$ cat config.mk
export PLATFORM = sky130hd
export DESIGN_NAME = rsc_result_q
export DESIGN_NICKNAME = d
export VERILOG_FILES = /design/src/rtl/rsc_pkg.sv /design/src/rtl/rsc_result_q.sv
export SDC_FILE = /design/constraint.sdc
export NUM_CORES = 1
export LEC_CHECK = 0
export ABC_AREA = 1
export ABC_CLOCK_PERIOD_IN_PS = 2870
export BUFFER_PORTS_ARGS = -buffer_cell sky130_fd_sc_hd__clkbuf_2
export CAP_MARGIN = 20
export CORE_UTILIZATION = 53
export CTS_CLUSTER_SIZE = 28
export DETAILED_ROUTE_END_ITERATION = 7
export MAX_ROUTING_LAYER = met4
export PLACE_DENSITY = 0.94
export SLEW_MARGIN = 20
export SYNTH_ARGS = -nofsm -noshare
export SYNTH_HDL_FRONTEND = slang
export SYNTH_SLANG_ARGS = --single-unit
$ cat constraint.sdc
create_clock -name clk -period 2.87 [get_ports clk]
set_input_delay 0.1435 -clock clk [delete_from_list [all_inputs] [get_ports clk]]
set_output_delay 0.1435 -clock clk [all_outputs]
set_load 0.02 [all_outputs]
$ cat src/rtl/rsc_pkg.sv
// Shared types and constants for the RGB 3x3 sharpen core.
// No dependencies; imported by every module of the block.
`default_nettype none

package rsc_pkg;

  localparam int PIX_W      = 24;
  localparam int ROW_W      = 12;
  localparam int FW_W       = 12;
  localparam int FH_W       = 13;
  localparam int CFG_DATA_W = 13;
  localparam int CFG_IDX_W  = 1;
  localparam int MAX_HEIGHT = 4096;
  localparam int N_CAND     = 4;

  localparam logic [CFG_IDX_W-1:0] CFG_FRAME_WIDTH  = 1'b0;
  localparam logic [CFG_IDX_W-1:0] CFG_FRAME_HEIGHT = 1'b1;

  typedef logic [PIX_W-1:0] pix_t;

  // Position of the pixel in stage A relative to the frame edges
  typedef struct packed {
    logic r_ge1;
    logic r_ge2;
    logic r_last;
    logic c_ge1;
    logic c_ge2;
    logic c_last;
  } rsc_flags_t;

  // Up to four results released by one pixel, in output order
  typedef struct packed {
    logic [N_CAND-1:0] mask;
    pix_t [N_CAND-1:0] pix;
  } rsc_cand_t;

endpackage

`default_nettype wire

$ cat src/rtl/rsc_result_q.sv
// Result set register: holds the results of one pixel and sends one per cycle unless stalled.
// Candidates come from rsc_kernel. Uses rsc_pkg.
`default_nettype none

module rsc_result_q (
  input  wire                 clk,
  input  wire                 rst,
  input  wire                 load,
  input  rsc_pkg::rsc_cand_t  cand,
  input  wire                 out_stall,
  output logic                free,
  output logic                out_valid,
  output rsc_pkg::pix_t       out_pix,
  output logic                last_of_run,
  output logic                end_of_frame
);
  import rsc_pkg::*;

  logic [N_CAND-1:0] mask;
  pix_t [N_CAND-1:0] pix;
  logic [N_CAND-1:0] sel, remaining;
  logic              take;

  always_comb begin
    sel       = mask & (~mask + N_CAND'(1));
    remaining = mask & ~sel;
    out_pix   = '0;
    for (int i = 0; i < N_CAND; i++) begin
      if (sel[i]) begin
        out_pix = out_pix | pix[i];
      end
    end
  end

  assign out_valid    = (mask != '0);
  assign last_of_run  = (remaining == '0);
  assign end_of_frame = sel[N_CAND-1];
  assign take         = out_valid && !out_stall;
  assign free         = !out_valid || (take && last_of_run);

  always_ff @(posedge clk) begin
    if (rst) begin
      mask <= '0;
    end else if (load) begin
      mask <= cand.mask;
    end else if (take) begin
      mask <= remaining;
    end
  end

  always_ff @(posedge clk) begin
    if (load) begin
      pix <= cand.pix;
    end
  end

endmodule

`default_nettype wire

Word-level counts from Yosys, hierarchy flattened --
Cells that the tools add are included.
Operators by class: reduce and logical (&&, ||, !) cells 8, bitwise logic cells 7, multiplexer cells 6, add/subtract/negate cells 1
Operator list (number):
- $mux W24 | 4
- $or A24 B24 Y24 | 3
- $and A4 B4 Y4 | 2
- $mux W4 | 2
- $not A4 Y4 | 2
- $add A4 B1 Y4 const B | 1
- $logic_not A4 Y1 | 1
- $reduce_bool A4 Y1 | 1
- $logic_and A1 B1 Y1 | 2
- $logic_not A1 Y1 | 2
- $reduce_bool A2 Y1 | 1
- $logic_or A1 B1 Y1 | 1
Word-level totals: bits of input ports 104, flip-flop bits (word level) 100, output and inout port bits 28, word-level logic and storage cells 27

Longest topological paths before layout --
depth after elaboration 10, depth in mapped cells 7, gate-level depth less buffers 6

Least setup slack after synthesis --
OpenSTA, ideal clock, no wires.
kind reg-to-output, from reg mask[1], to out free, cell stages (with the launch flop) 7, setup slack 1.504 ns, data required time 2.727 ns, arrival 1.223 ns, buffers on the path 1, cell sequence dfxtp_1 > buf_6 > nor2_4 > nand2_4 > nand2_1 > nand2_1 > o21ai_0
On the way: word-level cells in the longest chain between the ends 8, elaborated cells on any way between the ends 11, those cells by class add/sub: 1; bitwise: 4; reduce/logical: 6
Ends and longest elaborated chain:
- start: declaration | RTL line rsc_result_q.sv:19 | logic [N_CAND-1:0] mask;
- start signal: assignment | RTL line rsc_result_q.sv:45 | mask <= cand.mask;
- start signal: assignment | RTL line rsc_result_q.sv:47 | mask <= remaining;
- $not A4 Y4 | RTL line rsc_result_q.sv:25 | sel = mask & (~mask + N_CAND'(1));
- $add A4 B1 Y4 | RTL line rsc_result_q.sv:25
- $and A4 B4 Y4 | RTL line rsc_result_q.sv:25
- $not A4 Y4 | RTL line rsc_result_q.sv:26 | remaining = mask & ~sel;
- $and A4 B4 Y4 | RTL line rsc_result_q.sv:26
- $logic_not A4 Y1 | RTL line rsc_result_q.sv:36 | assign last_of_run = (remaining == '0);
- $logic_and A1 B1 Y1 | RTL line rsc_result_q.sv:39 | assign free = !out_valid || (take && last_of_run);
- $logic_or A1 B1 Y1 * | RTL line rsc_result_q.sv:39
- end: declaration | RTL line rsc_result_q.sv:11 | output logic free,
Mark *: on every way between the ends. The rest lies on a longest branch, timed or not.

Worst setup path in the final report --
from reg mask[0], to out out_pix[11]
On the way: word-level cells in the longest chain between the ends 10
Ends and longest elaborated chain:
- $not A4 Y4 | RTL line rsc_result_q.sv:25
- $add A4 B1 Y4 | RTL line rsc_result_q.sv:25
- $and A4 B4 Y4 * | RTL line rsc_result_q.sv:25
- $mux W24 | RTL line rsc_result_q.sv:29 | if (sel[i]) begin
- $or A24 B24 Y24 | RTL line rsc_result_q.sv:30 | out_pix = out_pix | pix[i];
- $mux W24 | RTL line rsc_result_q.sv:29
- $or A24 B24 Y24 | RTL line rsc_result_q.sv:30
- $mux W24 | RTL line rsc_result_q.sv:29
- $or A24 B24 Y24 | RTL line rsc_result_q.sv:30
- $mux W24 * | RTL line rsc_result_q.sv:29
- end: declaration | RTL line rsc_result_q.sv:13 | output rsc_pkg::pix_t out_pix,
Marked as above.

==> results.json <==
{
  "path_max_fanout": 24,
  "cts_max_path_buffers": 2,
  "final_common_cell": "clkbuf_2",
  "vdd_drop_max_uv": 510,
  "final.min_clock_period_ps": 2720,
  "powerDensity_mw_per_mm2": 548,
  "hpwl_mm": 5.54,
  "critPathLaunchType": "flip-flop",
  "insertion_delay_ps": 340,
  "cts-buffers-inserted": 9,
  "cts_setup_buffers": 0,
  "syn_to_final_growth_pct": 50.1,
  "finalSetupTns_ps": 0,
  "ys_seq_elements": 100,
  "ys_seq_area_frac": 0.781,
  "cp_num_buf_inv": 3,
  "htree_levels": 3,
  "first_iter_violations": 283,
  "die_x_um": 86.6,
  "crit_required_ps": 2730,
  "syn_area_per_cell_um2": 14.0,
  "initial_core_util": 0.552,
  "wirelength_mm": 11.7,
  "arrival_ps": 2580,
  "relSlewSlack": 0.388,
  "async_flop_share": 0,
  "maxCapViolCount": 0,
  "ant_nets": 0,
  "drv_slew": 0,
  "critPathMaxStageDelay_ps": 820,
  "ys_top_cells_by_area": "edfxtp_1 76%, nand2_1 8.0%, nand4_1 4.0%, nand3_1 3.4%, dfxtp_1 2.1%",
  "synth_edf_count": 96,
  "gp_congestion": 0.820,
  "vias_per_cell": 5.48,
  "wire_per_inst_um": 19.4,
  "synth_largest_area_cell": "edfxtp_1",
  "layout-drive-gt1-share": 0.304,
  "synth_top_flop_cell": "edfxtp_1",
  "worst_pin_slew_ps": 917,
  "synth_cell_type_count": 19,
  "yosys_warnings": 0,
  "finalCritPeriodShare": 0.949,
  "dieArea_mm2": 0.00750,
  "synthDominantCellAreaShare": 0.760,
  "synth_cells": 270,
  "stdcell_count": 602,
  "finalHoldViolCount": 0,
  "grt-ovfl-total": 0,
  "port_buffers": 131,
  "grt_max_degree": 58,
  "cts_tree": "yes",
  "final_cell_mix": "130 x clkbuf_2, 97 x dlygate4sd3_1, 96 x edfxtp_1",
  "worst_setup_path_end_kind": "output pin",
  "syn_area_mm2": 0.00379,
  "grt_pass1_wl_mm": 17.6,
  "n_antenna_cell": 0,
  "p_leak_nw": 2.35,
  "nNetsFinal": 605,
  "drc_errors": 0,
  "critical_path.top_delay_family": "buffers and inverters",
  "synth_nets": 374,
  "rows": 30,
  "hold_ws_ps": 69.2,
  "cts_sinks": 100,
  "grtUsageTotal": 0.337,
  "crit_type": "reg -> out",
  "crit_chain": "buf_4 -> inv_1 -> nand3_1 -> nand4_1 -> clkbuf_2",
  "antenna_found_initial": 0,
  "cpMaxStageDelayCell": "dfxtp_1",
  "run_status": "complete, no violations",
  "fin_worst_skew_ps": 5.74,
  "clk_pin_slew_ps": 90,
  "cts-root-buf": "clkbuf_8",
  "fp.dieH_um": 86.6,
  "grt_pass1_vias": 3491,
  "dp_cells": 488,
  "grt_setup_unrepaired": "no",
  "vias": 3299,
  "holdCritPathClass": "in -> reg",
  "final-setup-viol-count": 0,
  "cts_resized": 0,
  "max_freq_ghz": 0.367,
  "core_mm2": 0.00687,
  "io_pins": 132,
  "firstDrtPassIters": 5
}
[cells by family (layout without fill, tap and decap cells)]
group           after synthesis  in the layout  synth area share
compound gates                9              9            0.0119
flops                       100            100             0.781
simple gates                140            140             0.176
buf+inv                      21            257            0.0313
[where the power goes]
part           total, W  internal, W  switching [W]
Combinational  0.000491     0.000219       0.000272
Clock          0.000854     0.000335       0.000519
Sequential      0.00177      0.00172      0.0000469
Total           0.00312      0.00228       0.000838
[registers in the layout, indices dropped and copies added (netlist names)]
name / cells
pix: 96
mask: 4
[synth_stat cells, types with 2 or more instances]
library cell	n
inv_1	9
nand3_1	26
buf_4	2
nand4_1	24
a21oi_1	4
dfxtp_1	4
o21ai_0	5
buf_1	2
edfxtp_1	96
nand2_1	81
buf_2	2
buf_6	4
nor2_1	4
clkbuf_1	2
[final timing paths]
path                  from           to  slack (ps)  depth (start not counted)
setup / recovery   mask[0]  out_pix[11]         150                          5
hold / removal    cand[96]      mask[0]          70                          3
setup reg to reg   mask[0]      mask[1]        1080                          6
hold reg to reg    mask[2]      mask[2]         500                          2
[per-layer routing]
layer | track usage | wire length (µm)
met5 | - | 0
met4 | 0.173 | 594
met3 | 0.0610 | 774
met2 | 0.597 | 6370
met1 | 0.361 | 3930
[cell type report]
| cell class | count | area [µm²] |
|---|---|---|
| flip-flops and latches | 100 | 2960 |
| clock buffers | 10 | 128 |
| inverters | 9 | 33.8 |
| multi-input cells | 149 | 711 |
| repair buffers | 232 | 1680 |
| clock inverters | 6 | 57.6 |
| well taps | 96 | 120 |
| fillers | 325 | 1180 |
[tightest hold or removal path, delay by kind of cell]
family / cells / cell delay (ps)
buf+inv: 1 / 90
simple gates: 1 / 60
compound gates: 1 / 70
[through the flow]
| step | total power, W | util | area (µm²) | setup slack (ps) |
|---|---|---|---|---|
| after floorplan | 0.00197 | - | 3790 | 1500 |
| after global placement | 0.00214 | 0.658 | 4520 | 755 |
| after detailed placement | 0.00215 | 0.658 | 4520 | 681 |
| after CTS | 0.00305 | 0.826 | 5680 | 298 |
| after global routing | 0.00320 | 0.829 | 5690 | 17.0 |
| final | 0.00312 | 0.829 | 5690 | 146 |
[what timing repair did]
action	4_1_cts	5_1_grt
hold endpoints to repair	97	0
setup endpoints to repair	0	0
hold buffers	97	0
No activity file was read; power rests on OpenSTA's default activity.
