==> src/rtl/rsc_pkg.sv <==
// Shared types and constants for the RGB 3x3 sharpen core.
// No dependencies; imported by every module of the block.
`default_nettype none

package rsc_pkg;

  localparam int PIX_W      = 24;
  localparam int ROW_W      = 12;
  localparam int FW_W       = 12;
  localparam int FH_W       = 13;
  localparam int CFG_DATA_W = 13;
  localparam int CFG_IDX_W  = 1;
  localparam int MAX_HEIGHT = 4096;
  localparam int N_CAND     = 4;

  localparam logic [CFG_IDX_W-1:0] CFG_FRAME_WIDTH  = 1'b0;
  localparam logic [CFG_IDX_W-1:0] CFG_FRAME_HEIGHT = 1'b1;

  typedef logic [PIX_W-1:0] pix_t;

  // Position of the pixel in stage A relative to the frame edges
  typedef struct packed {
    logic r_ge1;
    logic r_ge2;
    logic r_last;
    logic c_ge1;
    logic c_ge2;
    logic c_last;
  } rsc_flags_t;

  // Up to four results released by one pixel, in output order
  typedef struct packed {
    logic [N_CAND-1:0] mask;
    pix_t [N_CAND-1:0] pix;
  } rsc_cand_t;

endpackage

`default_nettype wire

==> src/rtl/rsc_scan.sv <==
// Raster scan stage: frame size registers, row/column counters and stage A.
// Issues the line memory read address. Uses rsc_pkg.
`default_nettype none

module rsc_scan #(
  parameter int MAX_WIDTH = 2048
) (
  input  wire                                 clk,
  input  wire                                 rst,
  input  wire                                 cfg_we,
  input  wire  [rsc_pkg::CFG_IDX_W-1:0]       cfg_index,
  input  wire  [rsc_pkg::CFG_DATA_W-1:0]      cfg_data,
  input  wire                                 in_valid,
  input  wire  [rsc_pkg::PIX_W-1:0]           in_pix,
  input  wire                                 advance,
  output logic                                in_stall,
  output logic                                accept,
  output logic [$clog2(MAX_WIDTH)-1:0]        rd_col,
  output logic                                a_valid,
  output rsc_pkg::pix_t                       a_pix,
  output logic [$clog2(MAX_WIDTH)-1:0]        a_col,
  output rsc_pkg::rsc_flags_t                 a_flags
);
  import rsc_pkg::*;

  localparam int CW = $clog2(MAX_WIDTH);

  logic [FW_W-1:0]  frame_width;
  logic [FH_W-1:0]  frame_height;
  logic [ROW_W-1:0] row_count, row_count_next;
  logic [CW-1:0]    column_count, column_count_next;
  logic [CW-1:0]    w_last, col;
  logic [ROW_W-1:0] h_last, row;
  rsc_flags_t       flags;

  always_ff @(posedge clk) begin
    if (rst) begin
      frame_width  <= FW_W'(640);
      frame_height <= FH_W'(480);
    end else if (cfg_we) begin
      unique case (cfg_index)
        CFG_FRAME_WIDTH:  frame_width  <= cfg_data[FW_W-1:0];
        CFG_FRAME_HEIGHT: frame_height <= cfg_data[FH_W-1:0];
        default:          ;
      endcase
    end
  end

  // clamp the frame size and the counters to it, then derive the edge flags and next counts
  always_comb begin
    if ({2'b00, frame_width} > 14'(MAX_WIDTH)) begin
      w_last = CW'(MAX_WIDTH - 1);
    end else if (frame_width < FW_W'(2)) begin
      w_last = CW'(1);
    end else begin
      w_last = CW'(frame_width - FW_W'(1));
    end
    if (frame_height > FH_W'(MAX_HEIGHT)) begin
      h_last = ROW_W'(MAX_HEIGHT - 1);
    end else if (frame_height < FH_W'(2)) begin
      h_last = ROW_W'(1);
    end else begin
      h_last = ROW_W'(frame_height - FH_W'(1));
    end
    col = (column_count > w_last) ? w_last : column_count;
    row = (row_count > h_last) ? h_last : row_count;

    flags.r_ge1  = (row != '0);
    flags.r_ge2  = (row >= ROW_W'(2));
    flags.r_last = (row == h_last);
    flags.c_ge1  = (col != '0);
    flags.c_ge2  = (col >= CW'(2));
    flags.c_last = (col == w_last);

    if (flags.c_last) begin
      column_count_next = '0;
      row_count_next    = flags.r_last ? '0 : row + ROW_W'(1);
    end else begin
      column_count_next = col + CW'(1);
      row_count_next    = row;
    end
  end

  assign in_stall = a_valid && !advance;
  assign accept   = in_valid && !in_stall;
  assign rd_col   = col;

  always_ff @(posedge clk) begin
    if (rst) begin
      row_count    <= '0;
      column_count <= '0;
      a_valid      <= 1'b0;
    end else if (accept) begin
      row_count    <= row_count_next;
      column_count <= column_count_next;
      a_valid      <= 1'b1;
    end else if (advance) begin
      a_valid      <= 1'b0;
    end
  end

  always_ff @(posedge clk) begin
    if (accept) begin
      a_pix   <= in_pix;
      a_col   <= col;
      a_flags <= flags;
    end
  end

endmodule

`default_nettype wire

==> config.mk <==
export PLATFORM = sky130hd
export DESIGN_NAME = rsc_scan
export DESIGN_NICKNAME = d
export VERILOG_FILES = /design/src/rtl/rsc_pkg.sv /design/src/rtl/rsc_scan.sv
export SDC_FILE = /design/constraint.sdc
export NUM_CORES = 1
export LEC_CHECK = 0
export CORE_MARGIN = 4
export CORE_UTILIZATION = 41
export CTS_BUF_LIST = sky130_fd_sc_hd__clkbuf_4
export DETAILED_ROUTE_END_ITERATION = 12
export DONT_BUFFER_PORTS = 1
export PLACE_DENSITY_LB_ADDON = 0.08
export SLEW_MARGIN = 20
export SYNTH_ARGS = -nofsm -noshare
export SYNTH_HDL_FRONTEND = slang
export SYNTH_SLANG_ARGS = --single-unit
==> constraint.sdc <==
create_clock -name clk -period 5.26 [get_ports clk]
set_clock_uncertainty 0.2 [all_clocks]
set_input_delay 0.789 -clock clk [delete_from_list [all_inputs] [get_ports clk]]
set_output_delay 0.789 -clock clk [all_outputs]
set_load 0.1 [all_outputs]
# After elaboration in Yosys (flattened, before gate mapping)
# Cells that the tools add are included.
[word_totals] reg_bits=90 out_inout_bits=55
[classes] addsub=4 magnitude_cmp=8 n_eq_ne=2 muxes=11 bitwise=1 n_reduce_logical=9
[op_table] cell="2-to-1 mux 12 bit" count=5
[op_table] cell="2-to-1 mux 11 bit" count=4
[op_table] cell="> comparator 13 bit, second input constant" count=1
[op_table] cell="less-than comparator 13 x 2 -> 1 bit, second input constant" count=1
[op_table] cell="adder 12 x 1 -> 12 bit, second input constant" count=1
[op_table] cell="== test 12 bit" count=1
[op_table] cell=">= comparator 12 x 2 -> 1 bit, second input constant" count=1
[op_table] cell="> comparator 12 bit" count=1
[op_table] cell="> comparator 12 bit, second input constant" count=1
[op_table] cell="less-than comparator 12 x 2 -> 1 bit, second input constant" count=1
[op_table] cell="nonzero test 12 bit" count=1
[op_table] cell="subtractor 12 x 1 -> 12 bit, second input constant" count=1
[op_table] cell="adder 11 x 1 -> 11 bit, second input constant" count=1
[op_table] cell="== test 11 bit" count=1
[op_table] cell=">= comparator 11 x 2 -> 1 bit, second input constant" count=1
[op_table] cell="> comparator 11 bit" count=1
[op_table] cell="nonzero test 11 bit" count=1
[op_table] cell="subtractor 11 x 1 -> 11 bit, second input constant" count=1
[op_table] cell="AND reduction 2 bit" count=2
[op_table] cell="logical AND 1 bit" count=2
[op_table] cell="logical NOT 1 bit" count=2
[op_table] cell="2-to-1 mux 1 bit" count=2
[op_table] cell="nonzero test 2 bit" count=1
[op_table] cell="inverter 1 bit" count=1

# Depth between registers and ports, before layout
[depth] word_depth=8 ltp_mapped=24 mapped_depth_nobuf=18

# Least setup slack after synthesis
# No wires, ideal clock.
[synth_timing] kind="register to register" from="reg frame_width[0]" to="reg column_count[10]" arrival_ps=6799 slack_ps=-1856 stages_incl_launch_ff=20 period_less_slack_ps=7116 path_cell_list="dfxtp_1 -> clkbuf_1 -> inv_1 -> ha_1 -> nor4b_2 -> a31oi_1 -> or2_2 -> inv_1 -> ha_1 -> a211oi_1 -> nor2_1 -> o31ai_1 -> a21oi_2 -> clkbuf_1 -> o21ai_0 -> ha_1 -> and2_1 -> nand3_1 -> xnor2_1 -> a22o_1"
[synth_via] elab_chain_cells=7
[synth_lines] item="start: declaration" line_no="rsc_scan.sv:28" rtl="logic [FW_W-1:0] frame_width;"
[synth_lines] item="start signal: assignment" line_no="rsc_scan.sv:42" rtl="CFG_FRAME_WIDTH: frame_width <= cfg_data[FW_W-1:0];"
[synth_lines] item="subtractor 11 x 1 -> 11 bit or less-than comparator 12 x 2 -> 1 bit (tied branches)" line_no="rsc_scan.sv:56, rsc_scan.sv:53"
[synth_lines] item="2-to-1 mux 11 bit" line_no="rsc_scan.sv:53" rtl="end else if (frame_width < FW_W'(2)) begin"
[synth_lines] item="2-to-1 mux 11 bit (*)" line_no="rsc_scan.sv:51" rtl="if ({2'b00, frame_width} > 14'(MAX_WIDTH)) begin"
[synth_lines] item="> comparator 11 bit" line_no="rsc_scan.sv:65" rtl="col = (column_count > w_last) ? w_last : column_count;"
[synth_lines] item="2-to-1 mux 11 bit (*)" line_no="rsc_scan.sv:65"
[synth_lines] item="via rd_col[0]" line_no="rsc_scan.sv:18" rtl="output logic [$clog2(MAX_WIDTH)-1:0] rd_col,"
[synth_lines] item="adder 11 x 1 -> 11 bit or == test 11 bit (tied branches)" line_no="rsc_scan.sv:79, rsc_scan.sv:73"
[synth_lines] item="2-to-1 mux 11 bit (*)" line_no="rsc_scan.sv:75" rtl="if (flags.c_last) begin"
[synth_lines] item="end signal: assignment" line_no="rsc_scan.sv:95" rtl="column_count <= column_count_next;"
[synth_lines] item="end: declaration" line_no="rsc_scan.sv:31" rtl="logic [CW-1:0] column_count, column_count_next;"
# Mark *: on every way through the listed nets, which the timed path passes. The rest lies on a longest branch.
# A chain may end at the register's enable or synchronous reset.

# Worst setup path in the final report
[layout_timing] from="reg frame_width[2]" to="out rd_col[1]"
[layout_via] elab_chain_cells=5
[layout_lines] item="subtractor 11 x 1 -> 11 bit or less-than comparator 12 x 2 -> 1 bit (tied branches)" line_no="rsc_scan.sv:56, rsc_scan.sv:53"
[layout_lines] item="2-to-1 mux 11 bit" line_no="rsc_scan.sv:53"
[layout_lines] item="2-to-1 mux 11 bit (*)" line_no="rsc_scan.sv:51"
[layout_lines] item="> comparator 11 bit" line_no="rsc_scan.sv:65"
[layout_lines] item="2-to-1 mux 11 bit (*)" line_no="rsc_scan.sv:65"
[layout_lines] item="end: declaration" line_no="rsc_scan.sv:18"
# Every way passes the cells marked *; elsewhere a longest branch is shown, timed or not.

==> impl_metrics.py <==
metrics = {
    "cells_and_area": {
        "synthToLayoutAreaGrowth_pct": 9.34,
        "layout_common_cells": "nand2_1, dfxtp_1, a21oi_1",
        "drive_gt1_share_pct": 16.6,
        "final_common_cell": "nand2_1",
        "nets": 787,
        "fin_area_mm2": 0.00680,
        "fill_cells": 1403,
    },
    "floorplan": {
        "die_area_mm2": 0.0172,
        "num_io_pins": 98,
        "dieHeight_um": 131,
        "initial_core_util_pct": 42.3,
        "num_rows": 44,
        "core_area_mm2": 0.0147,
        "die_w_um": 131,
    },
    "cts": {
        "h-tree-depth": 3,
        "ctsHoldBuffers": 0,
        "tritoncts": "yes",
        "cts_root_buf": "clkbuf_4",
        "clock_sinks": 90,
        "clk_latency_ns": 0.46,
        "clockBufferDepth": 2,
        "clk_transition_reported_paths_ns": 0.15,
        "numCtsBuffers": 9,
    },
    "placement": {
        "place.port_buffers": 0,
        "hpwl_um": 13300,
        "placed_area_mm2": 0.00651,
        "place.gp.congestion": 0.925,
        "dp_slack_ns": 0.133,
    },
    "route": {
        "wl_met2_um": 7800,
        "vias_per_cell": 6.11,
        "post_drt_wl_per_cell_um": 19.1,
        "drc": 0,
        "drt-pass1-iter-count": 4,
        "wirelength_um": 17300,
        "wl_met3_um": 1230,
        "ant_nets": 0,
        "met1_length_um": 7920,
        "vias": 5509,
        "drt-initial-drc-count": 438,
        "dr.max_layer_used": "met4",
    },
    "synthesis": {
        "async_reset_ff_share_pct": 0,
        "synth_area_mm2": 0.00621,
        "yosys-top-cells-area": "edfxtp_1, dfxtp_1, ha_1",
        "synth_ff_type": "dfxtp_1",
        "synth_adder_area_share_pct": 6.44,
        "synth_compound_area_share_pct": 22.3,
        "synth-seq-area-share_pct": 35.6,
        "synth_edf_count": 41,
        "synth_area_per_cell_um2": 8.88,
        "synth_seq_cells": 90,
        "synth.distinct_cells": 87,
        "netlist.area_leader.share_pct": 19.8,
        "synth_top_family_by_area": "simple AND/OR/NAND/NOR gates",
        "synth_nets": 775,
        "synth_cells": 700,
        "muxShareOfSynthArea_pct": 2.90,
        "synth_xor_area_share_pct": 2.54,
        "yosys.area_share.simple_pct": 23.7,
        "yosys.area.top_type": "edfxtp_1",
        "ys_warn_count": 0,
    },
    "pwr": {
        "vdd_ir_drop_max_mv": 0.127,
        "powerDensity_mw_per_mm2": 245,
        "total_power_w": 0.00166,
        "p_leak_nw": 2.53,
    },
    "run_status": {
        "status": "finished clean",
    },
    "sta": {
        "drv_slew": 0,
        "hold_violations": 0,
        "finalSetupViolCount": 0,
        "setup_slack_ns": 0.217,
        "rsz0062_at_grt": "false",
        "worst_hold_slack_ns": 0.194,
        "setup_tns_ns": 0,
        "max-slew-margin-rel_pct": 39.0,
        "fmax_mhz": 198,
        "min_period_over_period_pct": 95.9,
        "fin_crit_ns": 5.04,
        "worst_pin_slew_ns": 0.917,
    },
    "setup_path": {
        "slowest_stage": "or4_4",
        "cp-start-kind": "flip-flop",
        "cp_max_fo": 11,
        "arrival_ns": 4.05,
        "cp-end-kind": "output port",
        "cp.required_ns": 4.27,
        "crit_type": "flip-flop to output port",
        "cpPeakStageDelay_ns": 0.66,
        "r2r_slack_ns": 0.23,
        "crit_chain": "or4_4 > or4_4 > nand3_1 > inv_1 > ha_1 > a21o_1 > a21o_1 > a21oi_2 > a21oi_2 > buf_4 > mux2_2 > clkinvlp_4 > buf_8",
    },
    "grt": {
        "grt_pass1_vias": 5137,
        "grt_start_max_net_pins": 42,
        "grt_usage_pct": 19.7,
        "antenna_found_initial": 1,
        "grt_first_pass_wirelength_um": 27900,
        "grt-ovfl-total": 0,
    },
    "flow_run": {
        "maxCapViolCount": 0,
    },
    "min_path": {
        "hp-class": "input pin to flip-flop",
    },
}
[repair_timing]
item	CTS	global route
resized for setup	4	21
pin swaps	1	0
setup buffers	3	1
endpoints found under the setup margin	10	18
[state kept, by name, indices dropped and copies added (netlist names)]
| signal | flops |
|---|---|
| a_col | 11 |
| a_flags | 6 |
| a_pix | 24 |
| a_valid | 1 |
| column_count | 11 |
| frame_height | 13 |
| frame_width | 12 |
| row_count | 12 |
[cells by family after synthesis]
kind of cell / after synthesis
AND/OR/NAND/NOR: 277
AO/OA/AOI/OAI: 185
flip-flops: 90
buffers and inverters: 81
adder cells (fa/ha/maj): 32
XOR/XNOR: 18
multiplexers: 17
[critical path, delay by kind of cell, from the launching register on]
family	cells	cell delay (ns)
AND/OR/NAND/NOR	3	1.39
AO/OA/AOI/OAI	4	0.68
buffers and inverters	4	0.54
flip-flops	1	0.45
multiplexers	1	0.32
adder cells (fa/ha/maj)	1	0.18
[power by group]
| part | leakage [nW] | total, W | switching, W | internal, W |
|---|---|---|---|---|
| clock | 0.0784 | 0.000410 | 0.000256 | 0.000153 |
| combinational | 1.64 | 0.000315 | 0.000205 | 0.000110 |
| sequential | 0.803 | 0.000937 | 0.000169 | 0.000769 |
| total | 2.53 | 0.00166 | 0.000630 | 0.00103 |
[worst paths after layout]
path	from	endpoint	cells past startpoint
worst max-delay path	frame_width[2]	rd_col[1]	13
worst min register to register	column_count[1]	column_count[1]	2
worst max register to register	frame_height[1]	a_flags[5]	18
worst min-delay path	rst	column_count[6]	1
[metal layers]
metal / vias to the layer above / global-route usage [%]
met5: - / 0
met4: 0 / 5.66
met3: 25 / 5.35
met2: 225 / 30.9
met1: 2586 / 27.0
li1: 2673 / -
[stage by stage]
stage / instances / utilization [%]
after global routing: 902 / 46.2
after detailed placement: 881 / 44.3
after floorplan: 700 / -
final: 902 / 46.2
after CTS: 900 / 45.6
after global placement: 881 / 44.3
[Yosys cell counts, drive strengths merged, types with 5 or more instances]
cell type	count
a21oi	49
buf	11
nand2	87
inv	44
o211ai	15
o31a	5
mux2	8
nand4	13
mux2i	9
or4	14
a21o	5
edfxtp	41
a22o	5
or2	7
nor2b	5
clkbuf	26
o311ai	6
a31oi	6
nor4	16
nor3	26
a211oi	5
nand3	30
dfxtp	49
nand3b	9
nand2b	7
o21ai	27
xnor2	14
nor2	33
o31ai	11
ha	32
or3	12
[area by class of cell]
type	instances	area [um2]	share of cell area [%]
antenna	1	2.50	0.0368
clock buffer	9	67.6	0.994
tap	184	230	3.39
timing repair buffer	38	309	4.55
clock inverter	7	81.3	1.20
multi-input combinational	529	3720	54.8
sequential	90	2210	32.6
inverter	44	169	2.49
(Power assumes the default switching activity.)
