$ cat config.mk
export PLATFORM = sky130hd
export DESIGN_NAME = rsc_kernel
export DESIGN_NICKNAME = d
export VERILOG_FILES = /design/src/rtl/rsc_pkg.sv /design/src/rtl/rsc_kernel.sv
export SDC_FILE = /design/constraint.sdc
export NUM_CORES = 1
export LEC_CHECK = 0
export ABC_CLOCK_PERIOD_IN_PS = 5750
export BUFFER_PORTS_ARGS = -buffer_cell sky130_fd_sc_hd__buf_2
export CAP_MARGIN = 5
export CORE_ASPECT_RATIO = 0.5
export CORE_MARGIN = 3
export CORE_UTILIZATION = 55
export CTS_CLUSTER_SIZE = 30
export DETAILED_ROUTE_END_ITERATION = 10
export PLACE_DENSITY_LB_ADDON = 0.25
export SKIP_LAST_GASP = 1
export SYNTH_ARGS = -nofsm -noshare
export SYNTH_HDL_FRONTEND = slang
export SYNTH_SLANG_ARGS = --single-unit
$ cat constraint.sdc
create_clock -name clk -period 5.75 [get_ports clk]
set_input_delay 0.8625 -clock clk [delete_from_list [all_inputs] [get_ports clk]]
set_output_delay 0.8625 -clock clk [all_outputs]
set_load 0.01 [all_outputs]
$ cat src/rtl/rsc_pkg.sv
// Shared types and constants for the RGB 3x3 sharpen core.
// No dependencies; imported by every module of the block.
`default_nettype none

package rsc_pkg;

  localparam int PIX_W      = 24;
  localparam int ROW_W      = 12;
  localparam int FW_W       = 12;
  localparam int FH_W       = 13;
  localparam int CFG_DATA_W = 13;
  localparam int CFG_IDX_W  = 1;
  localparam int MAX_HEIGHT = 4096;
  localparam int N_CAND     = 4;

  localparam logic [CFG_IDX_W-1:0] CFG_FRAME_WIDTH  = 1'b0;
  localparam logic [CFG_IDX_W-1:0] CFG_FRAME_HEIGHT = 1'b1;

  typedef logic [PIX_W-1:0] pix_t;

  // Position of the pixel in stage A relative to the frame edges
  typedef struct packed {
    logic r_ge1;
    logic r_ge2;
    logic r_last;
    logic c_ge1;
    logic c_ge2;
    logic c_last;
  } rsc_flags_t;

  // Up to four results released by one pixel, in output order
  typedef struct packed {
    logic [N_CAND-1:0] mask;
    pix_t [N_CAND-1:0] pix;
  } rsc_cand_t;

endpackage

`default_nettype wire

$ cat src/rtl/rsc_kernel.sv
// Window registers and sharpen arithmetic; builds the result candidates.
// Fed by the line memory read word and stage A. Uses rsc_pkg.
`default_nettype none

module rsc_kernel (
  input  wire                  clk,
  input  wire                  rst,
  input  wire                  load,
  input  rsc_pkg::pix_t        upper,
  input  rsc_pkg::pix_t        middle,
  input  rsc_pkg::pix_t        px,
  input  rsc_pkg::rsc_flags_t  flags,
  output rsc_pkg::rsc_cand_t   cand
);
  import rsc_pkg::*;

  // window columns kept from the previous pixel
  pix_t top_prev;   // upper row, previous column
  pix_t mid_prev2;  // middle row, two columns back
  pix_t mid_prev;   // middle row, previous column
  pix_t bot_prev;   // current row, previous column
  pix_t sharp;

  function automatic logic [7:0] sharp_chan(input logic [7:0] c, input logic [7:0] u,
                                            input logic [7:0] d, input logic [7:0] l,
                                            input logic [7:0] r);
    logic [11:0] v;
    logic [11:0] mag;
    v   = {2'b00, c, 2'b00} + {4'b0000, c} - {4'b0000, u} - {4'b0000, d}
        - {4'b0000, l} - {4'b0000, r};
    mag = v[11] ? (~v + 12'd1) : v;
    return mag[7:0];
  endfunction

  always_ff @(posedge clk) begin
    if (rst) begin
      top_prev  <= '0;
      mid_prev2 <= '0;
      mid_prev  <= '0;
      bot_prev  <= '0;
    end else if (load) begin
      top_prev  <= upper;
      mid_prev2 <= mid_prev;
      mid_prev  <= middle;
      bot_prev  <= px;
    end
  end

  always_comb begin
    for (int ch = 0; ch < 3; ch++) begin
      sharp[ch*8 +: 8] = sharp_chan(mid_prev[ch*8 +: 8], top_prev[ch*8 +: 8],
                                    bot_prev[ch*8 +: 8], mid_prev2[ch*8 +: 8],
                                    middle[ch*8 +: 8]);
    end
    cand.mask[0] = flags.r_ge1 && flags.c_ge1;
    cand.pix[0]  = (flags.r_ge2 && flags.c_ge2) ? sharp : mid_prev;
    cand.mask[1] = flags.r_ge1 && flags.c_last;
    cand.pix[1]  = middle;
    cand.mask[2] = flags.r_last && flags.c_ge1;
    cand.pix[2]  = bot_prev;
    cand.mask[3] = flags.r_last && flags.c_last;
    cand.pix[3]  = px;
  end

endmodule

`default_nettype wire

Yosys cells after proc, flatten, opt, wreduce, memory -nomap -nowiden

Index checks and enable logic that the tools add are counted.

RAM bits: 0
ROM bits: 0
Latch bits: 0
Register bits after elaboration: 96
Memories: 0
Bits of input ports: 81

Reductions and logical operators: 5
Multiply operators: 0
Magnitude comparators: 0
Shifts and indexed selects: 0
Eq/ne operators: 0
Bitwise logic cells: 3
Multiplexer cells: 4
Div/mod/pow operators: 0
Add/subtract/negate cells: 18

Operator list:

| cell                                         | number |
|---|---|
| subtractor 12 x 8 -> 12 bit                  | 9 |
| subtractor 11 x 8 -> 12 bit                  | 3 |
| adder 10 x 8 -> 11 bit                       | 3 |
| adder 8 x 1 -> 8 bit (second input constant) | 3 |
| two-way mux 24 bit                           | 1 |
| two-way mux 8 bit                            | 3 |
| NOT 8 bit                                    | 3 |
| logical AND 1 bit                            | 5 |

Longest topological paths before layout

Gate-level depths: netlist (run 1).

Depth after elaboration: 9
Mapped depth: 15
Gate-level depth less buffers: 15

Worst setup path before layout (run 1)

No wires, ideal clock.

Path type: input -> output
Start point: in middle[2]
End point: out cand[4] (netlist bit)
Path slack: 905 ps
Required time: 4888 ps
Path buffers: 0
Arrival time: 3982 ps
Cell stages on the path: 14
Path through: fa_1 inv_1 fa_1 inv_1 fa_1 inv_1 ha_1 o21ai_0 o211ai_1 nand3_1 a21oi_2 nor2_1 xnor2_1 o21ai_0

RTL lines:

| item        | line             | text |
|---|---|---|
| from (decl) | rsc_kernel.sv:10 | `input rsc_pkg::pix_t middle,` |
| to (decl)   | rsc_kernel.sv:13 | `output rsc_pkg::rsc_cand_t cand` |

==> results.py, run 1 <==
metrics = {
    "synth": {
        "ys_ff_latch": 96,
        "yosys.area.top_type": "dfxtp_1",
        "dominantRegCellSynth": "dfxtp_1",
        "yosysWarnings": 0,
        "synthCells": 935,
        "synthArstFlopShare": 0,
        "synth.top_cell.area_share": 0.230,
        "avgSynthCellArea_sq_um": 8.94,
        "synthDistinctLibCells": 46,
        "synth_edf_count": 0,
        "synth_area_leaders": "dfxtp_1, fa_1, mux2i_1",
        "synth_fp_nets": 1154,
        "synth_area_sq_um": 8360,
        "ys_seq_area_frac": 0.230,
    },
    "setup_path": {
        "crit-reg2reg-capture": "mid_prev2[14]",
        "crit_path_start_kind": "primary input",
        "cp_data_arrival_time_ns": 4.37,
        "ff2ff_setup_slack_ns": 4.96,
        "cpMaxStageDelayCell": "fa_1",
        "cp_max_fo": 8,
        "critPathCaptureType": "output port",
        "cp_top_family": "adder cells",
        "r2r_cells": 2,
        "endpoint": "cand[5]",
        "crit_required_ns": 4.89,
        "crit_start": "middle[2]",
        "slowest_delay_ns": 0.53,
        "critical_path_class": "primary input to output port",
        "cp.depth": 16,
        "worstReg2RegStart": "mid_prev[14]",
        "crit_chain": "buf_2 -> fa_1 -> inv_1 -> fa_1 -> inv_1 -> fa_1 -> inv_1 -> ha_1 -> o21ai_0 -> o211ai_1 -> nand3_1 -> a21oi_2 -> nor2_1 -> xor2_1 -> o21ai_1 -> buf_2",
        "critical_path_buf_inv_count": 5,
    },
    "clock_network": {
        "cts_tree": "done",
        "cts.sinks": 96,
        "htree_levels": 3,
        "post_cts_buffers": 0,
        "cts.repair.resized": 0,
        "clockRootBuffer": "clkbuf_16",
        "path_clk_slew_ns": 0.06,
        "clockBufferDepth": 2,
        "cts_made_buffers": 9,
        "holdBufCountCts": 0,
        "clock_latency_ns": 0.35,
    },
    "layout": {
        "final_cell_mix": "inv_1, buf_2, nor2_1, mux2i_1, dfxtp_1",
        "areaGrowthSynthToFinish_pct": 11.9,
        "antenna_cells": 0,
        "layout.cells.most_common": "inv_1",
        "finalNetCount": 1273,
        "regArea_sq_um": 1920,
        "multi_input_area_sq_um": 5180,
        "fillers": 1294,
        "drive_above_1_share": 0.210,
    },
    "detailed_routing": {
        "first_pass_iters": 7,
        "postRouteAntennaNets": 0,
        "via_per_inst": 4.80,
        "vias": 6031,
        "routedWlPerCell_um": 13.0,
        "totalWireLength_mm": 16.3,
        "drcViolationCount": 0,
        "drt_iter0_drc": 209,
    },
    "global_route": {
        "grt_pass1_vias": 6128,
        "track_usage": 0.206,
        "grt_max_degree": 97,
        "busiest_layer": "met2",
        "grt_overflow_total": 0,
        "grt.met3_usage": 0.0497,
        "grtUsageMet1": 0.273,
        "grt_pass1_wl_mm": 28.4,
        "use_met2": 0.347,
        "antenna_found_initial": 1,
    },
    "timing": {
        "fmaxAchievable_ghz": 0.191,
        "finalCriticalPeriod_ns": 5.24,
        "totalNegativeSetupSlack_ns": 0,
        "finalCritPeriodShare": 0.911,
        "setup_viol": 0,
        "rsz0062_at_grt": "no",
        "hold_viol_final": 0,
        "slew-limit-headroom": 0.319,
        "maxSlewViolCount": 0,
        "holdWs_ns": 0.495,
        "fin_skew_ns": 0.00416,
        "setup_slack_ns": 0.514,
        "worstMarginPinSlew_ns": 1.02,
    },
    "placement": {
        "numPortBuffers": 180,
        "place_congestion": 0.859,
        "pre_cts_ws_ns": 0.541,
        "dp_hpwl_mm": 13.1,
    },
    "floorplanning": {
        "ios": 181,
        "die_w_um": 180,
        "dieArea_sq_um": 16800,
        "core_area_sq_um": 14700,
        "start_util": 0.570,
        "die_h_um": 93.2,
        "rows": 31,
    },
    "pwr": {
        "irDropWorstVdd_v": 0.000175,
        "power_density_nw_per_um2": 354,
        "p_leak_nw": 4.74,
    },
    "outcome": {
        "status": "finished, final reports clean",
    },
    "job": {
        "maxCapViolCount": 0,
    },
    "min_path": {
        "worst_hold_path_type": "flip-flop to flip-flop",
        "min_from": "top_prev[11]",
    },
}
## metal layers
layer | routed length, um | vias to the layer above
met4 | 193 | 2
li1 | - | 3061
met1 | 7610 | 2829
met2 | 7640 | 121
met3 | 868 | 18
met5 | 7 | -
## kinds of logic after synthesis
group	after synthesis	synth area share
buf+inv	283	0.150
simple gates	202	0.103
fa+ha+maj	138	0.287
mux	101	0.121
flops	96	0.230
compound gates	77	0.0623
xor+xnor	38	0.0457
## how the worst min path moves through the flow
| stage | to | cells after the start |
|---|---|---|
| final | top_prev[11] | 2 |
| after detailed placement | top_prev[11] | 2 |
| after floorplan | mid_prev2[0] | 2 |
| after global routing | top_prev[17] | 2 |
| after global placement | mid_prev2[17] | 2 |
| after CTS | top_prev[11] | 2 |
## worst register-to-register path, delay by kind of cell (launching register included)
kind          cells  cell delay [ns]
flops             1             0.50
mux               1             0.13
simple gates      1             0.10
## layout make-up
cell class / count / share of cell area
inverters: 208 / 0.0835
clock inverters: 2 / 0.00134
repair buffers: 183 / 0.0993
flip-flops and latches: 96 / 0.206
well taps: 198 / 0.0265
clock buffers: 13 / 0.0300
multi-input cells: 556 / 0.554
## synth_stat cells, types with 2 or more instances
library cell  count
a21oi_2           8
mux2_2            2
a21o_1            7
nor3_1            8
nand4_1           2
and3_1            3
nor2b_1           3
xor2_1           13
a221o_1           2
mux2i_1          99
ha_1             48
a211oi_2          2
xor2_2            4
a211oi_1          2
o21ai_1          11
and2_1            8
dfxtp_1          96
nand2b_1          3
nand3_1           9
a21oi_1          12
o31ai_1           2
nor2_1          126
o211ai_1          2
fa_1             90
nand2_1          32
nor3b_1           3
buf_2            10
inv_1           207
o211ai_2          2
a31oi_1           3
buf_4            48
o21ai_0          17
xnor2_1          20
clkbuf_1         17
o21bai_1          2
o21a_1            2
## sequential cells by signal, indices dropped and copies added, names as in the netlist
| name | flops |
|---|---|
| bot_prev | 24 |
| mid_prev2 | 24 |
| mid_prev | 24 |
| top_prev | 24 |
## power by group
| part | total [W] | switching, W | internal [W] |
|---|---|---|---|
| Combinational | 0.00198 | 0.00111 | 0.000871 |
| Clock | 0.000590 | 0.000252 | 0.000338 |
| Sequential | 0.000735 | 0.0000337 | 0.000701 |
## metrics by stage
stage	util	cells	instance area, sq um	total power (W)
2_1_floorplan	-	935	8360	0.00233
3_3_place_gp	0.618	1241	9060	0.00270
3_5_place_dp	0.618	1241	9060	0.00274
4_1_cts	0.638	1256	9350	0.00335
5_1_grt	0.638	1256	9350	0.00364
6_report	0.638	1256	9350	0.00331
Note: power is estimated with default switching activity, not from simulation.
==> run 2, diff against run 1 <==
Settings changed: CORE_ASPECT_RATIO 0.5 to 1.4, CORE_UTILIZATION 55 to 35.
==> results.py, run 2 (same netlist as run 1, synthesis figures left out) <==
metrics = {
    "outcome": {
        "status": "finished, final reports clean",
    },
    "setup_path": {
        "r2r_cells": 2,
        "crit_path_start_kind": "primary input",
        "cp_max_fo": 8,
        "critPathCaptureType": "output port",
        "ff2ff_setup_slack_ns": 4.96,
        "crit_chain": "buf_2 -> fa_1 -> inv_1 -> fa_1 -> inv_1 -> fa_1 -> inv_1 -> ha_1 -> o21ai_0 -> o211ai_1 -> nand3_1 -> a21oi_2 -> nor2_1 -> xnor2_1 -> o21ai_0 -> buf_2",
        "cp_top_family": "adder cells",
        "crit_required_ns": 4.89,
        "critical_path_buf_inv_count": 5,
        "slowest_delay_ns": 0.53,
        "worstReg2RegStart": "mid_prev[0]",
        "cp_data_arrival_time_ns": 4.44,
        "critical_path_class": "primary input to output port",
        "crit-reg2reg-capture": "mid_prev2[0]",
        "cpMaxStageDelayCell": "fa_1",
    },
    "clock_network": {
        "clock_latency_ns": 0.35,
        "cts.sinks": 96,
        "htree_levels": 3,
        "post_cts_buffers": 0,
        "cts_tree": "done",
        "path_clk_slew_ns": 0.06,
        "cts.repair.resized": 0,
        "holdBufCountCts": 0,
        "cts_made_buffers": 9,
        "clockBufferDepth": 2,
        "clockRootBuffer": "clkbuf_16",
    },
    "floorplanning": {
        "core_area_sq_um": 23400,
        "ios": 181,
        "die_h_um": 189,
        "dieArea_sq_um": 25800,
        "die_w_um": 137,
        "start_util": 0.358,
        "rows": 66,
    },
    "timing": {
        "setup_viol": 0,
        "slew-limit-headroom": 0.367,
        "fin_skew_ns": 0.00624,
        "totalNegativeSetupSlack_ns": 0,
        "finalCritPeriodShare": 0.922,
        "fmaxAchievable_ghz": 0.189,
        "rsz0062_at_grt": "no",
        "setup_slack_ns": 0.448,
        "worstMarginPinSlew_ns": 0.947,
        "holdWs_ns": 0.491,
        "hold_viol_final": 0,
        "maxSlewViolCount": 0,
        "finalCriticalPeriod_ns": 5.30,
    },
    "detailed_routing": {
        "drt_iter0_drc": 157,
        "via_per_inst": 4.39,
        "routedWlPerCell_um": 12.6,
        "first_pass_iters": 4,
        "vias": 5989,
        "drcViolationCount": 0,
        "postRouteAntennaNets": 0,
        "totalWireLength_mm": 17.2,
    },
    "layout": {
        "layout.cells.most_common": "inv_1",
        "regArea_sq_um": 1920,
        "finalNetCount": 1273,
        "final_core_util": 0.406,
        "final_cell_mix": "inv_1, buf_2, nor2_1, mux2i_1, dfxtp_1",
        "multi_input_area_sq_um": 5180,
        "areaGrowthSynthToFinish_pct": 13.5,
        "fillers": 2407,
        "antenna_cells": 0,
        "drive_above_1_share": 0.209,
    },
    "global_route": {
        "antenna_found_initial": 2,
        "grt_pass1_vias": 6144,
        "grt_max_degree": 61,
        "grt_pass1_wl_mm": 29.2,
        "track_usage": 0.141,
        "grt_overflow_total": 0,
    },
    "min_path": {
        "min_from": "mid_prev2[7]",
        "whs_path_depth": 2,
        "worstHoldEndpoint": "mid_prev2[7]",
        "worst_hold_path_type": "flip-flop to flip-flop",
    },
    "job": {
        "maxCapViolCount": 0,
    },
    "pwr": {
        "p_int_w": 0.00191,
        "power_switching_w": 0.00143,
        "power_frac_comb": 0.601,
        "p_leak_nw": 4.74,
        "power_frac_seq": 0.220,
        "pwr-share-clk": 0.179,
        "power_density_nw_per_um2": 351,
        "power.switching_fraction": 0.429,
        "irDropWorstVdd_v": 0.000176,
    },
    "placement": {
        "numPortBuffers": 180,
        "place_congestion": 0.808,
        "pre_cts_ws_ns": 0.409,
        "dp_hpwl_mm": 14.0,
    },
}
==> run 2: cell types whose count changed in the layout (fill, tap and decap cells not counted) <==
cell,previous run,this run
clkinv_2,1,2
clkbuf_1,0,2
bufinv_16,0,1
clkinv_4,0,2
buf_4,5,4
clkinvlp_4,1,0
buf_6,0,1
clkbuf_8,4,0
==> run 2: per-stage QoR <==
| stage | cell area (sq um) | power [W] | cells |
|---|---|---|---|
| after floorplan | 8360 | 0.00233 | 935 |
| after global placement | 9200 | 0.00275 | 1349 |
| after detailed placement | 9200 | 0.00277 | 1349 |
| after CTS | 9490 | 0.00340 | 1365 |
| after global routing | 9490 | 0.00370 | 1365 |
| final | 9490 | 0.00333 | 1365 |
==> run 2: worst register-to-register path, cell delays in order, from the launching register on <==
cell and delay (ns):
dfxtp_1 0.50, mux2i_1 0.12, nor2_1 0.10
==> run 2: how the worst max path moves through the flow <==
stage | start | to | slack, ns | cells past startpoint
finish | middle[2] | cand[4] | 0.45 | 16
global route | middle[2] | cand[3] | 0.16 | 16
CTS | middle[2] | cand[4] | 0.39 | 16
detailed placement | middle[2] | cand[4] | 0.41 | 16
global placement | middle[2] | cand[4] | 0.48 | 16
floorplan | middle[2] | cand[4] | 0.91 | 14
==> run 2: per-layer routing <==
| layer | up-vias | routed length (um) | GRT usage |
|---|---|---|---|
| met1 | 2778 | 7200 | 0.161 |
| li1 | 3065 | - | - |
| met2 | 117 | 8770 | 0.256 |
| met4 | 4 | 422 | 0.0524 |
| met3 | 25 | 815 | 0.0296 |
| met5 | - | 23 | 0 |
==> run 2: cell type report <==
| type | instances | area share |
|---|---|---|
| Tap cell | 306 | 0.0404 |
| Inverter | 208 | 0.0823 |
| Clock buffer | 11 | 0.0245 |
| Sequential cell | 96 | 0.203 |
| Multi-Input combinational cell | 556 | 0.546 |
| Timing Repair Buffer | 183 | 0.0982 |
| Clock inverter | 5 | 0.00607 |
==> run 2: power by group through the flow <==
stage	clock network [W]	logic [W]	registers (W)
final	0.000598	0.00200	0.000734
after global placement	0	0.00200	0.000750
after CTS	0.000629	0.00204	0.000735
after global routing	0.000658	0.00230	0.000740
after detailed placement	0	0.00202	0.000751
after floorplan	0	0.00158	0.000745
